File: src/scaled_glyph_rasterizer_defines.svh
// Assertion macros used by the rasterizer top level.
`ifndef SCALED_GLYPH_RASTERIZER_DEFINES_SVH
`define SCALED_GLYPH_RASTERIZER_DEFINES_SVH
`ifndef SYNTHESIS
`define SGR_ASSERT(lbl, clk, rst_n, prop, msg) \
  lbl: assert property (@(posedge clk) disable iff (!rst_n) (prop)) else $error(msg);
`define SGR_ASSERT_NEXT(lbl, clk, rst_n, pre, post, msg) \
  lbl: assert property (@(posedge clk) disable iff (!rst_n) (pre) |=> (post)) else $error(msg);
`else
`define SGR_ASSERT(lbl, clk, rst_n, prop, msg)
`define SGR_ASSERT_NEXT(lbl, clk, rst_n, pre, post, msg)
`endif
`endif

File: src/sgr_pkg.sv
package sgr_pkg;

  localparam int FrameWidthDefault  = 320;
  localparam int FrameHeightDefault = 200;
  localparam int GlyphCount         = 17;
  localparam int GlyphIdxW          = $clog2(GlyphCount);

  typedef enum logic [1:0] {
    OP_DRAW  = 2'd0,
    OP_READ  = 2'd1,
    OP_WRITE = 2'd2
  } opcode_e;

  typedef enum logic [2:0] {
    STAT_OK         = 3'd0,
    STAT_NO_GLYPH   = 3'd1,
    STAT_BOUNDS     = 3'd2,
    STAT_ZERO_SCALE = 3'd3,
    STAT_SKIPPED    = 3'd4
  } status_e;

  // Command from the sequencer to the cell walker.
  typedef struct packed {
    logic        start;
    logic [7:0]  ink;
    logic [7:0]  sx;
    logic [7:0]  sy;
    logic [63:0] bits;
  } walk_cmd_t;

  // Status from the cell walker.
  typedef struct packed {
    logic busy;
    logic last;
  } walk_stat_t;

  typedef struct packed {
    logic                 hit;
    logic [GlyphIdxW-1:0] idx;
  } glyph_hit_t;

  localparam logic [7:0] GlyphCode [GlyphCount] = '{
    8'h20, 8'h43, 8'h45, 8'h52, 8'h54, 8'h61, 8'h64, 8'h65, 8'h68,
    8'h69, 8'h6c, 8'h6d, 8'h6e, 8'h6f, 8'h70, 8'h72, 8'h74
  };

  // Row 0 sits in the top byte, leftmost pixel in the MSB of each row.
  localparam logic [63:0] GlyphBits [GlyphCount] = '{
    64'h0000000000000000,
    64'h3c66c0c0c0663c00,
    64'hfe6268786862fe00,
    64'hfc66667c786ce600,
    64'hfcb4303030307800,
    64'h0000780c7ccc7600,
    64'h1c0c0c7ccccc7600,
    64'h000078ccfcc07800,
    64'he0606c766666e600,
    64'h3000703030307800,
    64'h7030303030307800,
    64'h0000ecfed6c6c600,
    64'h0000f8cccccccc00,
    64'h000078cccccc7800,
    64'h0000dc66667c60f0,
    64'h0000dc766660f000,
    64'h10307c3030341800
  };

  function automatic glyph_hit_t glyph_find(input logic [7:0] code);
    glyph_hit_t res;
    res = '0;
    for (int k = 0; k < GlyphCount; k++) begin
      if (GlyphCode[k] == code) begin
        res.hit = 1'b1;
        res.idx = GlyphIdxW'(k);
      end
    end
    return res;
  endfunction

endpackage

File: src/sgr_cell_walker.sv
module sgr_cell_walker import sgr_pkg::*; #(
  parameter int FRAME_WIDTH = FrameWidthDefault,
  parameter int ADDR_W      = $clog2(FrameWidthDefault * FrameHeightDefault)
) (
  input  logic              clk_i,
  input  logic              rst_ni,
  input  walk_cmd_t         cmd_i,
  input  logic [ADDR_W-1:0] base_i,
  output logic              we_o,
  output logic [ADDR_W-1:0] addr_o,
  output logic [7:0]        data_o,
  output walk_stat_t        stat_o
);

  logic              active_q, active_d;
  logic [2:0]        row_q, row_d, col_q, col_d;
  logic [7:0]        dy_q, dy_d, dx_q, dx_d;
  logic [7:0]        sx_q, sy_q, ink_q;
  logic [63:0]       bits_q;
  logic [ADDR_W-1:0] pix_q, pix_d, line_q, line_d;
  logic              dx_end, dy_end, line_end, last;

  assign dx_end   = (dx_q == sx_q - 8'd1);
  assign dy_end   = (dy_q == sy_q - 8'd1);
  assign line_end = dx_end && (col_q == 3'd7);
  assign last     = active_q && line_end && dy_end && (row_q == 3'd7);

  always_comb begin
    active_d = active_q;
    row_d    = row_q;
    col_d    = col_q;
    dy_d     = dy_q;
    dx_d     = dx_q;
    pix_d    = pix_q;
    line_d   = line_q;
    if (cmd_i.start) begin
      active_d = 1'b1;
      row_d    = '0;
      col_d    = '0;
      dy_d     = '0;
      dx_d     = '0;
      pix_d    = base_i;
      line_d   = base_i;
    end else if (active_q) begin
      // Raster order over the scaled cell: dx, then col, then dy, then row.
      if (line_end) begin
        dx_d   = '0;
        col_d  = '0;
        line_d = line_q + ADDR_W'(FRAME_WIDTH);
        pix_d  = line_q + ADDR_W'(FRAME_WIDTH);
        if (dy_end) begin
          dy_d = '0;
          row_d = row_q + 3'd1;
          if (row_q == 3'd7) begin
            active_d = 1'b0;
          end
        end else begin
          dy_d = dy_q + 8'd1;
        end
      end else begin
        pix_d = pix_q + ADDR_W'(1);
        if (dx_end) begin
          dx_d  = '0;
          col_d = col_q + 3'd1;
        end else begin
          dx_d = dx_q + 8'd1;
        end
      end
    end
  end

  always_ff @(posedge clk_i or negedge rst_ni) begin
    if (!rst_ni) begin
      active_q <= 1'b0;
      row_q    <= '0;
      col_q    <= '0;
      dy_q     <= '0;
      dx_q     <= '0;
    end else begin
      active_q <= active_d;
      row_q    <= row_d;
      col_q    <= col_d;
      dy_q     <= dy_d;
      dx_q     <= dx_d;
    end
  end

  always_ff @(posedge clk_i) begin
    pix_q  <= pix_d;
    line_q <= line_d;
    if (cmd_i.start) begin
      sx_q   <= cmd_i.sx;
      sy_q   <= cmd_i.sy;
      ink_q  <= cmd_i.ink;
      bits_q <= cmd_i.bits;
    end
  end

  // Write only where the glyph bit is set.
  assign we_o        = active_q && bits_q[{~row_q, ~col_q}];
  assign addr_o      = pix_q;
  assign data_o      = ink_q;
  assign stat_o.busy = active_q;
  assign stat_o.last = last;

endmodule

File: config.mk
export PLATFORM = sky130hd
export DESIGN_NAME = sgr_cell_walker
export DESIGN_NICKNAME = d
export VERILOG_FILES = /design/src/scaled_glyph_rasterizer_defines.svh /design/src/sgr_pkg.sv /design/src/sgr_cell_walker.sv
export SDC_FILE = /design/constraint.sdc
export NUM_CORES = 1
export LEC_CHECK = 0
export BUFFER_PORTS_ARGS = -buffer_cell sky130_fd_sc_hd__buf_2
export CAP_MARGIN = 40
export CORE_ASPECT_RATIO = 1.1
export CORE_MARGIN = 5
export CORE_UTILIZATION = 40
export CTS_BUF_LIST = sky130_fd_sc_hd__clkbuf_4 sky130_fd_sc_hd__clkbuf_8
export DETAILED_ROUTE_END_ITERATION = 6
export GPL_TIMING_DRIVEN = 0
export PLACE_DENSITY_LB_ADDON = 0.08
export SYNTH_ARGS = -nofsm -noshare
export SYNTH_HDL_FRONTEND = slang
export SYNTH_SLANG_ARGS = --single-unit
File: constraint.sdc
create_clock -name clk_i -period 6.5 [get_ports clk_i]
set_clock_uncertainty 0.15 [all_clocks]
set_input_delay 0.65 -clock clk_i [delete_from_list [all_inputs] [get_ports clk_i]]
set_output_delay 0.65 -clock clk_i [all_outputs]
set_load 0.01 [all_outputs]
After elaboration in Yosys (flattened, before gate mapping)
Cells that the tools add are included.
- memory bits (read-only): 0
- register bits after elaboration: 143
- memories kept: 0
- input bits: 107
- RAM bits: 0
- word-level logic and storage cells: 67
- latch bits: 0
- shifts and indexed selects: 0
- multiplexer cells: 29
- magnitude comparators: 1
- reductions and logical operators: 12
- $mul: 0
- eq/ne operators: 4
- bitwise logic cells: 2
- div/mod/pow operators: 0
- add/subtract/negate cells: 8
- operators with widths (kind ; number):
    two-way mux 16 bit ; 6
    two-way mux 8 bit ; 8
    two-way mux 3 bit ; 8
    adder 16 x 1 -> 16 bit, second input constant ; 1
    adder 16 x 9 -> 16 bit, second input constant ; 1
    adder 8 x 1 -> 8 bit, second input constant ; 2
    == test 8 bit ; 2
    subtractor 8 x 1 -> 8 bit, second input constant ; 2
    < comparator 6 x 7 -> 1 bit, second input constant ; 1
    adder 3 x 1 -> 3 bit, second input constant ; 2
    binary-select mux 1 bit (select 6 bit) ; 1
    == test 3 bit, second input constant ; 2
    two-way mux 1 bit ; 6
    inverter 3 bit ; 2
    nonzero test 2 bit ; 3
    logical AND 1 bit ; 5
    AND reduction 2 bit ; 2
    AND reduction 3 bit ; 1
    nonzero test 3 bit ; 1

Depth between registers and ports, before layout
Gate-level depths: netlist (run 1).
- word-level depth: 6
- gate-level depth with buffers: 12
- gate-level depth less buffers: 9

Worst setup path after synthesis (run 1)
No wires, ideal clock.
- path kind: register to output
- from: register sx_q[0]
- to: output stat_o[0] in the netlist's numbering
- path slack: 3.431 ns
- stages on the path, launching flop included: 13
- buffers on the path: 3
- arrival time: 2.269 ns
- path through: edfxtp_1 inv_1 ha_1 buf_6 xnor2_1 a21oi_1 o21ai_0 a211oi_4 and3_2 buf_2 nand3_1 nor2_1 buf_4
- longest elaborated chain between the ends: 6
- RTL lines (what ; RTL line ; source):
    from (decl) ; sgr_cell_walker.sv:18 ; logic [7:0] sx_q, sy_q, ink_q;
    from (signal assigned) ; sgr_cell_walker.sv:92 ; sx_q <= cmd_i.sx;
    subtractor 8 x 1 -> 8 bit ; sgr_cell_walker.sv:23 ; assign dx_end = (dx_q == sx_q - 8'd1);
    == test 8 bit ; sgr_cell_walker.sv:23 ;
    logical AND 1 bit ; sgr_cell_walker.sv:25 ; assign line_end = dx_end && (col_q == 3'd7);
    logical AND 1 bit (3 in series) ; sgr_cell_walker.sv:26 ; assign last = active_q && line_end && dy_end && (row_q == 3'd7);
    to (decl) ; sgr_cell_walker.sv:12 ; output walk_stat_t stat_o
Every way passes these cells.

Worst setup path after layout (run 1)
Same ends and word-level chain as after synthesis.

==> results of run 1 <==
## layer usage
layer,routed length [um],track usage [%],up-vias
met1,6194,18.96,2102
li1,-,-,2201
met4,242,6.008,0
met2,6997,24.85,127
met3,829,4.178,18
met5,0,0,-
## per-stage QoR
step	instance area [sq um]	total power, uW
2_1_floorplan	6818	1249
3_3_place_gp	7744	1338
3_5_place_dp	7774	1348
4_1_cts	8168	2051
5_1_grt	8168	2121
6_report	8168	2020
## cell usage in the layout (no fill, tap or decap), types with 17 or more instances in the layout
cell | Yosys | final
sky130_fd_sc_hd__dfrtp_1 | 23 | 23
sky130_fd_sc_hd__nand3_1 | 21 | 21
sky130_fd_sc_hd__mux4_2 | 19 | 19
sky130_fd_sc_hd__clkbuf_8 | 0 | 17
sky130_fd_sc_hd__o21ai_0 | 19 | 19
sky130_fd_sc_hd__xnor2_1 | 26 | 26
sky130_fd_sc_hd__nor2_1 | 25 | 25
sky130_fd_sc_hd__nand2_1 | 47 | 47
sky130_fd_sc_hd__xor2_1 | 18 | 18
sky130_fd_sc_hd__a21oi_1 | 20 | 20
sky130_fd_sc_hd__nor3_1 | 19 | 19
sky130_fd_sc_hd__edfxtp_1 | 120 | 120
sky130_fd_sc_hd__buf_2 | 6 | 138
## cell families after synthesis
| group | Yosys count | share of synthesized area [%] |
|---|---|---|
| adder cells (fa/ha/maj) | 10 | 1.835 |
| AO/OA/AOI/OAI | 71 | 7.065 |
| multiplexers | 37 | 9.011 |
| buffers and inverters | 36 | 2.899 |
| flip-flops | 143 | 61.30 |
| AND/OR/NAND/NOR | 160 | 12.24 |
| XOR/XNOR | 44 | 5.652 |
## area by class of cell
cell class              count  area [sq um]
flip-flops and latches    143          4179
clock inverters            12         137.6
inverters                  11         41.29
clock buffers              20         256.5
well taps                 208         260.3
repair buffers            134         695.7
plain buffers              25         156.4
multi-input cells         322          2441
fillers                  1530          8723
## synth_stat cells, types with 2 or more instances
library cell,number,area share [%]
sky130_fd_sc_hd__or3b_2,2,0.26
sky130_fd_sc_hd__nor3_1,19,1.4
sky130_fd_sc_hd__a21oi_1,20,1.5
sky130_fd_sc_hd__buf_2,6,0.44
sky130_fd_sc_hd__o21bai_1,3,0.33
sky130_fd_sc_hd__a2bb2oi_1,4,0.51
sky130_fd_sc_hd__mux2_2,5,0.83
sky130_fd_sc_hd__mux2i_1,13,1.9
sky130_fd_sc_hd__nor2b_1,4,0.37
sky130_fd_sc_hd__mux4_2,19,6.3
sky130_fd_sc_hd__xnor2_1,26,3.3
sky130_fd_sc_hd__or3_1,2,0.18
sky130_fd_sc_hd__nand3_1,21,1.5
sky130_fd_sc_hd__inv_1,10,0.55
sky130_fd_sc_hd__ha_1,10,1.8
sky130_fd_sc_hd__xor2_1,18,2.3
sky130_fd_sc_hd__and2_1,8,0.73
sky130_fd_sc_hd__o21ai_0,19,1.4
sky130_fd_sc_hd__or2_2,3,0.28
sky130_fd_sc_hd__or4_1,4,0.44
sky130_fd_sc_hd__nand2_1,47,2.6
sky130_fd_sc_hd__edfxtp_1,120,53
sky130_fd_sc_hd__a21o_1,4,0.44
sky130_fd_sc_hd__clkbuf_1,9,0.50
sky130_fd_sc_hd__a211oi_1,2,0.22
sky130_fd_sc_hd__dfrtp_1,23,8.4
sky130_fd_sc_hd__buf_4,3,0.33
sky130_fd_sc_hd__a31oi_1,2,0.18
sky130_fd_sc_hd__a311o_1,5,0.73
sky130_fd_sc_hd__nand4_1,11,1.0
sky130_fd_sc_hd__nor2_1,25,1.4
sky130_fd_sc_hd__o31ai_1,2,0.22
sky130_fd_sc_hd__o21a_1,2,0.22
sky130_fd_sc_hd__buf_6,5,0.83
## worst min-delay path by stage
stage,startpoint,endpoint,slack (ps),cells after the start
after floorplan,rst_ni,active_q,200,0
after global placement,line_q[4],addr_o[4],400,1
after detailed placement,line_q[4],addr_o[4],410,1
after CTS,rst_ni,col_q[2],40,1
after global routing,rst_ni,col_q[2],60,1
final,rst_ni,col_q[2],40,1
## state kept, by name, indices dropped and copies added, names as in the netlist, 8 cells and up
register,count
data_o,8
sx_q,8
bits_q,64
dx_q,8
addr_o,16
line_q,16
sy_q,8
dy_q,8
## worst register-to-register path, stage by stage (launching register included)
cell and delay (ps):
sky130_fd_sc_hd__edfxtp_1 480, sky130_fd_sc_hd__inv_1 70, sky130_fd_sc_hd__ha_1 200, sky130_fd_sc_hd__buf_6 130, sky130_fd_sc_hd__xnor2_1 120, sky130_fd_sc_hd__a21oi_1 130, sky130_fd_sc_hd__o21ai_0 150, sky130_fd_sc_hd__a211oi_4 460
sky130_fd_sc_hd__and3_2 310, sky130_fd_sc_hd__buf_2 250, sky130_fd_sc_hd__nor3_1 80, sky130_fd_sc_hd__a311o_1 290
## where the power goes
part	internal [uW]	total, uW	switching (uW)
logic	104	210	106
clock network	356	697	342
registers	1070	1110	40.1
total	1530	2020	488
==> impl_metrics.json, run 1 <==
{
  "hold_violations": 0,
  "diodes_inserted": 0,
  "logic_depth_of_the_worst_register_to_register_path": 11,
  "slowest_delay_ps": 480,
  "fp.dieH_um": 146.9,
  "detail_route.first_pass.iterations": 4,
  "number_of_h_tree_branching_levels": 4,
  "worstSkewPairLatency_ps": 440,
  "detail_route.wl_per_cell_um": 16.30,
  "critPathRequiredTime_ps": 5700,
  "grt_antenna_before_repair": 0,
  "post-dp-hpwl_um": 10540,
  "design.portCount": 134,
  "critPathBufInv": 5,
  "global_route.usage.total_pct": 15.11,
  "floorplan.core_area_sq_um": 16890,
  "crit_path_arrival_time_ps": 3220,
  "synth-async-reset-ratio_pct": 16.08,
  "port_buffers": 133,
  "first_global_vias": 4688,
  "outcome": "finished clean",
  "die_area_sq_um": 19760,
  "final_cell_count_no_fill": 875,
  "critPathMaxFanout": 10,
  "synthesis.instances": 501,
  "numCtsBuffers": 17,
  "library_cells_used_by_synthesis": 59,
  "detailedPlace.worstSlack_ps": 2927,
  "mappedNetlistArea_sq_um": 6818,
  "worst_pin_slew_ps": 766.9,
  "timing.critical_path.cells": "inv_1 > ha_1 > buf_6 > xnor2_1 > a21oi_1 > o21ai_0 > a211oi_4 > and3_2 > buf_2 > nand3_1 > nor2_1 > buf_4 > buf_2",
  "layout-drive-gt1-share_pct": 32.98,
  "grt_remaining_overflow": 0,
  "fmax_mhz": 249.0,
  "ys_ff_latch": 143,
  "crit_path_start": "sx_q[0]",
  "r2r_setup_slack_ps": 3440,
  "post_cts_setup_driven_buffer_insertion_count": 0,
  "ys.warnings.count": 0,
  "cts_hold_buf": 0,
  "slew-limit-headroom_pct": 48.81,
  "clockRootBuffer": "sky130_fd_sc_hd__clkbuf_8",
  "synthesis.area_per_instance_sq_um": 13.61,
  "gpl.final_weighted_congestion": 0.7983,
  "count_of_flip_flops_with_a_built_in_enable_after_synthesis": 120,
  "setup_viol_count_final": 0,
  "first_pass_grt_wire_length_um": 23390,
  "layout_worst_path_cycle_share_pct": 61.78,
  "final-max-slew-violation-count": 0,
  "antenna_violating_nets_left": 0,
  "grt_max_degree": 66,
  "die_x_um": 134.5,
  "rows": 50,
  "cellLeakagePower_uw": 0.003186,
  "critPathCapture": "stat_o[0]",
  "initial_core_util_pct": 40.36,
  "maxCapViolations": 0,
  "detail_route.iter0.violations": 211,
  "drt_via_density": 5.083,
  "p_per_area_nw_per_um2": 247.3,
  "timing.critical_path.max_delay_family": "compound AO/OA/AOI/OAI gates",
  "fin_tns_setup_ps": 0,
  "post-route-util_pct": 48.36,
  "drc_errors": 0,
  "synthToLayoutAreaGrowth_pct": 19.80,
  "yosys_most_used_dff": "sky130_fd_sc_hd__edfxtp_1",
  "launching_element_type_of_the_critical_path": "flip-flop",
  "rsz0062_at_grt": "no",
  "launch_point_of_the_worst_reg_to_reg_path": "sx_q[0]",
  "fin_hold_ws_ps": 43.31,
  "clk_pin_slew_ps": 80,
  "synth_nets": 618,
  "worst_path_max_delay_cell": "sky130_fd_sc_hd__edfxtp_1",
  "clk_path_buf_depth": 2,
  "critical_path.most_common_cell": "sky130_fd_sc_hd__buf_2",
  "wirelength_um": 14260,
  "worst_hold_path_type": "in2async",
  "final_nets": 771,
  "synth_sequential_area_ratio_pct": 61.30,
  "tritoncts": "done",
  "routed-via-count": 4448,
  "finalWorstPathRequiredPeriod_ps": 4016,
  "critPathKind": "reg2out",
  "postCtsResizedCells": 0,
  "clock_sink_count": 143,
  "critical_path.reg2reg.endpoint": "addr_o[5]",
  "critical_path.endpoint_type": "output port",
  "irDropWorstVdd_v": 0.0001321,
  "worst_setup_slack_final_ps": 2484,
  "timing.critical_path.depth": 13,
  "post-place-cells": 843
}
Note: power is estimated with default switching activity, not from simulation.
==> run 2: changes to the inputs <==
==> constraint.sdc (replaced) <==
create_clock -name clk_i -period 3.8 [get_ports clk_i]
set_clock_uncertainty 0.15 [all_clocks]
set_input_delay 0.38 -clock clk_i [delete_from_list [all_inputs] [get_ports clk_i]]
set_output_delay 0.38 -clock clk_i [all_outputs]
set_load 0.01 [all_outputs]
==> impl_metrics.json, run 2 (same netlist as run 1, synthesis figures left out) <==
{
  "launching_element_type_of_the_critical_path": "flip-flop",
  "worstSkewPairLatency_ps": 440,
  "p_per_area_nw_per_um2": 388.8,
  "floorplan.core_area_sq_um": 16890,
  "slowest_delay_ps": 520,
  "wirelength_um": 15260,
  "number_of_h_tree_branching_levels": 4,
  "grt_antenna_before_repair": 0,
  "clock_sink_count": 143,
  "first_global_vias": 5055,
  "launch_point_of_the_worst_reg_to_reg_path": "sx_q[1]",
  "timing.critical_path.cells": "clkbuf_1 > clkbuf_1 > mux4_2 > mux4_2 > mux2i_1 > o31ai_1 > buf_2",
  "slew-limit-headroom_pct": 51.15,
  "final_cell_mix": "138 x sky130_fd_sc_hd__buf_2, 120 x sky130_fd_sc_hd__edfxtp_1, 90 x sky130_fd_sc_hd__dlygate4sd3_1",
  "critPathMaxFanout": 10,
  "antenna_violating_nets_left": 0,
  "fp.dieH_um": 146.9,
  "tritoncts": "done",
  "drc_errors": 0,
  "hold_end": "addr_o[10]",
  "timing.critical_path.max_delay_family": "buffers and inverters",
  "detail_route.first_pass.iterations": 4,
  "worst_path_max_delay_cell": "sky130_fd_sc_hd__clkbuf_1",
  "stdcell_area_sq_um": 9086,
  "numCtsBuffers": 17,
  "worst_pin_slew_ps": 732.0,
  "port_buffers": 133,
  "critical_path.reg2reg.endpoint": "dy_q[5]",
  "finalWorstPathRequiredPeriod_ps": 3549,
  "mostFrequentLayoutCell": "sky130_fd_sc_hd__buf_2",
  "flip_flop_count_of_the_largest_register_all_copies_and_words_added": 64,
  "rsz0062_at_grt": "no",
  "postPlaceCellArea_sq_um": 7774,
  "clk_pin_slew_ps": 80,
  "maxCapViolations": 0,
  "final-max-slew-violation-count": 0,
  "fin_tns_setup_ps": 0,
  "drt_via_density": 5.016,
  "hold_violations": 0,
  "routed-via-count": 4845,
  "cellLeakagePower_uw": 0.003573,
  "irDropWorstVdd_v": 0.0002362,
  "detail_route.wl_per_cell_um": 15.79,
  "first_pass_grt_wire_length_um": 25050,
  "r2r_setup_slack_ps": 910,
  "layout_worst_path_cycle_share_pct": 93.39,
  "critical_path.endpoint_type": "output port",
  "detailedPlace.worstSlack_ps": 497.3,
  "design.portCount": 134,
  "post-dp-hpwl_um": 10540,
  "synthToLayoutAreaGrowth_pct": 33.27,
  "fmax_mhz": 281.8,
  "critPathBufInv": 3,
  "hold_path_startpoint": "base_i[10]",
  "worst_hold_path_type": "in2reg",
  "layout-drive-gt1-share_pct": 29.42,
  "clockRootBuffer": "sky130_fd_sc_hd__clkbuf_8",
  "setup_viol_count_final": 0,
  "rows": 50,
  "most_flop_heavy_register": "bits_q",
  "crit_path_arrival_time_ps": 3020,
  "grt_max_degree": 66,
  "gpl.final_weighted_congestion": 0.7983,
  "grt_remaining_overflow": 0,
  "initial_core_util_pct": 40.36,
  "worstHoldPathCells": 3,
  "clk_path_buf_depth": 2,
  "critPathRequiredTime_ps": 3270,
  "critPathKind": "reg2out",
  "outcome": "finished clean",
  "diodes_inserted": 0,
  "die_area_sq_um": 19760,
  "die_x_um": 134.5,
  "global_route.usage.total_pct": 16.12,
  "finalPower_uw": 3533,
  "detail_route.iter0.violations": 205,
  "logic_depth_of_the_worst_register_to_register_path": 12,
  "worst_setup_slack_final_ps": 251.1,
  "final_nets": 862
}
-- run 2: cell count changes in the layout (fill, tap and decap cells not counted), sizes merged --
| cell | previous run | this run |
|---|---|---|
| clkbuf | 29 | 28 |
| buf | 149 | 152 |
| dlygate4sd3 | 1 | 90 |
-- run 2: what timing repair did --
item,4_1_cts,5_1_grt
pin swaps,1,0
setup endpoints to repair,1,1
setup buffers,1,2
hold buffers,89,0
hold endpoints to repair,111,0
gates resized for setup,0,1
-- run 2: worst min-delay path, stage by stage --
cell and delay, ps:
sky130_fd_sc_hd__buf_2 80, sky130_fd_sc_hd__nand2_1 40, sky130_fd_sc_hd__o21ai_0 60
-- run 2: layout make-up --
type / count / area [sq um]
inverter: 11 / 41.29
multi-input combinational: 322 / 2450
sequential: 143 / 4179
tap: 208 / 260.3
buffer: 24 / 152.6
clock inverter: 12 / 137.6
fill: 1451 / 7805
timing repair buffer: 226 / 1609
clock buffer: 20 / 256.5
-- run 2: power by group --
part	switching, uW	leakage [uW]	internal [uW]
registers	71.4	0.00150	1840
logic	194	0.00189	239
clock network	584	0.000186	609
total	849	0.00357	2680
-- run 2: metrics by stage --
stage	utilization, %	hold slack (ps)	cells
floorplan	-	-65.59	501
global placement	45.84	246.4	842
detailed placement	46.02	256.5	843
CTS	53.67	53.93	965
global route	53.79	76.66	966
finish	53.79	87.95	966
-- run 2: metal layers --
layer | up-vias | wire length (um) | GRT usage, %
met5 | - | 0 | 0
met4 | 0 | 253 | 6.110
met3 | 18 | 788 | 4.247
met2 | 134 | 7674 | 27.36
met1 | 2310 | 6540 | 19.71
li1 | 2383 | - | -
-- run 2: how the worst max path moves through the flow --
stage,from,endpoint,cells after the start
floorplan,sx_q[0],stat_o[0],12
global placement,cmd_i[88],col_q[1],5
detailed placement,sx_q[0],stat_o[0],13
CTS,col_q[1],we_o,7
global route,sx_q[1],stat_o[0],13
finish,col_q[1],we_o,7
==> run 3: changes to the inputs <==
--- a/config.mk
+++ b/config.mk
@@ -5,6 +5,7 @@
 export SDC_FILE = /design/constraint.sdc
 export NUM_CORES = 1
 export LEC_CHECK = 0
+export ABC_AREA = 1
 export BUFFER_PORTS_ARGS = -buffer_cell sky130_fd_sc_hd__buf_2
 export CAP_MARGIN = 40
 export CORE_ASPECT_RATIO = 1.1
==> impl_metrics.json, run 3 <==
{
  "outcome": "finished clean",
  "clk_path_buf_depth": 2,
  "post_synthesis_xor_xnor_area_fraction_pct": 3.173,
  "initial_core_util_pct": 40.60,
  "netlist.area_leader.share_pct": 50.21,
  "diodes_inserted": 0,
  "p_per_area_nw_per_um2": 384.5,
  "worst_pin_slew_ps": 828.5,
  "setup_viol_count_final": 0,
  "clockRootBuffer": "sky130_fd_sc_hd__clkbuf_8",
  "post-dp-hpwl_um": 12100,
  "synthToLayoutAreaGrowth_pct": 31.54,
  "worstSkewPairLatency_ps": 440,
  "internal_power_uw": 2629,
  "stdcell_area_sq_um": 9440,
  "post-place-cells": 1151,
  "numCtsBuffers": 17,
  "worst_hold_path_type": "in2reg",
  "irDropWorstVdd_v": 0.0002660,
  "detail_route.wl_per_cell_um": 13.67,
  "rows": 51,
  "postPlaceCellArea_sq_um": 8182,
  "die_area_sq_um": 20720,
  "crit_path_arrival_time_ps": 2720,
  "launching_element_type_of_the_critical_path": "flip-flop",
  "synthesis.area_per_instance_sq_um": 9.225,
  "floorplan.core_area_sq_um": 17680,
  "critPathKind": "reg2out",
  "power.switching_fraction_pct": 27.59,
  "clock_sink_count": 143,
  "grt_antenna_before_repair": 0,
  "count_of_flip_flops_with_a_built_in_enable_after_synthesis": 120,
  "post_cts_setup_driven_buffer_insertion_count": 0,
  "drc_errors": 0,
  "synthMuxAreaShare_pct": 0,
  "cellLeakagePower_uw": 0.004239,
  "first_global_vias": 5963,
  "synth_sequential_area_ratio_pct": 58.23,
  "synthSimpleGateAreaFrac_pct": 26.26,
  "ys_ff_latch": 143,
  "critPathRequiredTime_ps": 3270,
  "fin_hold_ws_ps": 73.30,
  "layout_worst_path_cycle_share_pct": 85.61,
  "maxCapViolations": 0,
  "detail_route.iter0.violations": 271,
  "grt_remaining_overflow": 0,
  "mostFrequentLayoutCell": "sky130_fd_sc_hd__nand2_1",
  "mappedNetlistArea_sq_um": 7177,
  "final-max-slew-violation-count": 0,
  "final_cell_count_no_fill": 1272,
  "die_x_um": 137.7,
  "most_flop_heavy_register": "bits_q",
  "synth-async-reset-ratio_pct": 16.08,
  "fin_tns_setup_ps": 0,
  "antenna_violating_nets_left": 0,
  "fp.dieH_um": 150.5,
  "synthTopCellsByArea": "sky130_fd_sc_hd__edfxtp_1 50%, sky130_fd_sc_hd__nand2_1 13%, sky130_fd_sc_hd__dfrtp_1 8.0%",
  "power_frac_seq_pct": 53.3,
  "design.portCount": 134,
  "critPathMaxFanout": 10,
  "slew-limit-headroom_pct": 44.77,
  "routed-via-count": 5846,
  "port_buffers": 133,
  "finalPower_uw": 3630,
  "gpl.final_weighted_congestion": 0.8463,
  "number_of_h_tree_branching_levels": 4,
  "yosys.area_share.adder_pct": 1.743,
  "grt_max_degree": 59,
  "synth-compound-area-share_pct": 4.341,
  "tritoncts": "done",
  "detail_route.first_pass.iterations": 5,
  "drt_via_density": 4.596,
  "clk_pin_slew_ps": 80,
  "comb_power_share_pct": 15.0,
  "library_cells_used_by_synthesis": 36,
  "hold_violations": 0,
  "power_switching_uw": 1001,
  "fmax_mhz": 307.4,
  "synth_nets": 895,
  "yosys_most_used_dff": "sky130_fd_sc_hd__edfxtp_1",
  "synth_largest_area_cell": "sky130_fd_sc_hd__edfxtp_1",
  "wirelength_um": 17390,
  "yosys-top-cells-count": "251 x sky130_fd_sc_hd__nand2_1, 120 x sky130_fd_sc_hd__edfxtp_1, 91 x sky130_fd_sc_hd__nand3_1",
  "first_pass_grt_wire_length_um": 28810,
  "final_nets": 1138,
  "ys.warnings.count": 0,
  "critical_path.endpoint_type": "output port",
  "synthesis.instances": 778,
  "finalWorstPathRequiredPeriod_ps": 3253,
  "global_route.usage.total_pct": 17.72,
  "flip_flop_count_of_the_largest_register_all_copies_and_words_added": 64,
  "final_cell_mix": "251 x sky130_fd_sc_hd__nand2_1, 137 x sky130_fd_sc_hd__buf_2, 120 x sky130_fd_sc_hd__edfxtp_1",
  "share_clk_of_total_power_pct": 31.7,
  "layout-drive-gt1-share_pct": 19.63,
  "synth_top_family_by_area": "simple AND/OR/NAND/NOR gates",
  "rsz0062_at_grt": "no",
  "post-synth-top-count-cell": "sky130_fd_sc_hd__nand2_1"
}
## run 3: changes by cell type after synthesis, moves of 14 or more
cell	before	now
sky130_fd_sc_hd__mux4_2	19	0
sky130_fd_sc_hd__nand2_1	47	251
sky130_fd_sc_hd__xnor2_1	26	8
sky130_fd_sc_hd__nor3_1	19	5
sky130_fd_sc_hd__inv_1	10	82
sky130_fd_sc_hd__nor2_1	25	50
sky130_fd_sc_hd__nand3_1	21	91
## run 3: critical path: stages, from the launching register on
cell	delay [ps]
sky130_fd_sc_hd__edfxtp_1	440
sky130_fd_sc_hd__inv_2	150
sky130_fd_sc_hd__ha_1	280
sky130_fd_sc_hd__inv_1	60
sky130_fd_sc_hd__nand2_1	40
sky130_fd_sc_hd__nand2_1	50
sky130_fd_sc_hd__nand2_1	70
sky130_fd_sc_hd__nor2_2	130
sky130_fd_sc_hd__nand3_1	120
sky130_fd_sc_hd__nor2_4	140
sky130_fd_sc_hd__nand3_4	110
sky130_fd_sc_hd__buf_2	210
sky130_fd_sc_hd__nor4_1	200
sky130_fd_sc_hd__buf_4	160
sky130_fd_sc_hd__buf_2	120
## run 3: power by group through the flow
| stage | combinational, uW | sequential (uW) | clock [uW] |
|---|---|---|---|
| global route | 628 | 1950 | 1260 |
| CTS | 549 | 1940 | 1180 |
| global placement | 467 | 1970 | 0 |
| floorplan | 283 | 1970 | 0 |
| detailed placement | 477 | 1970 | 0 |
| finish | 544 | 1940 | 1150 |
## run 3: layout make-up
class	count	area [sq um]
Fill cell	1705	8235
Timing Repair Buffer	224	1598
Clock inverter	15	133.9
Clock buffer	17	234.0
Inverter	87	326.6
Multi-Input combinational cell	523	2549
Buffer	25	122.6
Sequential cell	143	4179
Tap cell	238	297.8
## run 3: cells by family (layout without fill, tap and decap cells)
kind of cell	Yosys count	in the layout
DFF	143	143
xor gates and xnor gates	26	26
and+or+nand+nor	433	433
buffers and inverters	112	368
adders and majority gates	10	10
AOI/OAI and AO/OA	54	54
## run 3: per-layer routing
metal  track usage (%)  vias to the layer above  wire (um)
li1                  -                     3056          -
met1             22.25                     2630       7688
met2             31.01                      141       8560
met3             3.643                       19        890
met4             4.842                        0        249
met5                 0                        -          0
## run 3: stage by stage
stage | utilization [%] | worst slack (ps)
floorplan | - | 1412
global placement | 46.05 | -752.9
detailed placement | 46.29 | 961.6
CTS | 53.41 | 489.7
global route | 53.41 | 240.3
finish | 53.41 | 546.7
## run 3: path summary, 6_finish.rpt
check | start | endpoint | slack [ps] | cells after the start
setup / recovery | sx_q[0] | stat_o[0] | 550 | 14
hold / removal | base_i[0] | line_q[0] | 70 | 3
setup reg to reg | sx_q[0] | line_q[9] | 1000 | 14
hold reg to reg | row_q[2] | row_q[2] | 400 | 2
max in group asynchronous | rst_ni | dy_q[1] | 2800 | 2
min in group asynchronous | rst_ni | dx_q[4] | 320 | 2
## run 3: repair_timing
item,CTS,global route
endpoints found under the hold margin,111,0
hold buffers,89,0
resized for setup,0,0
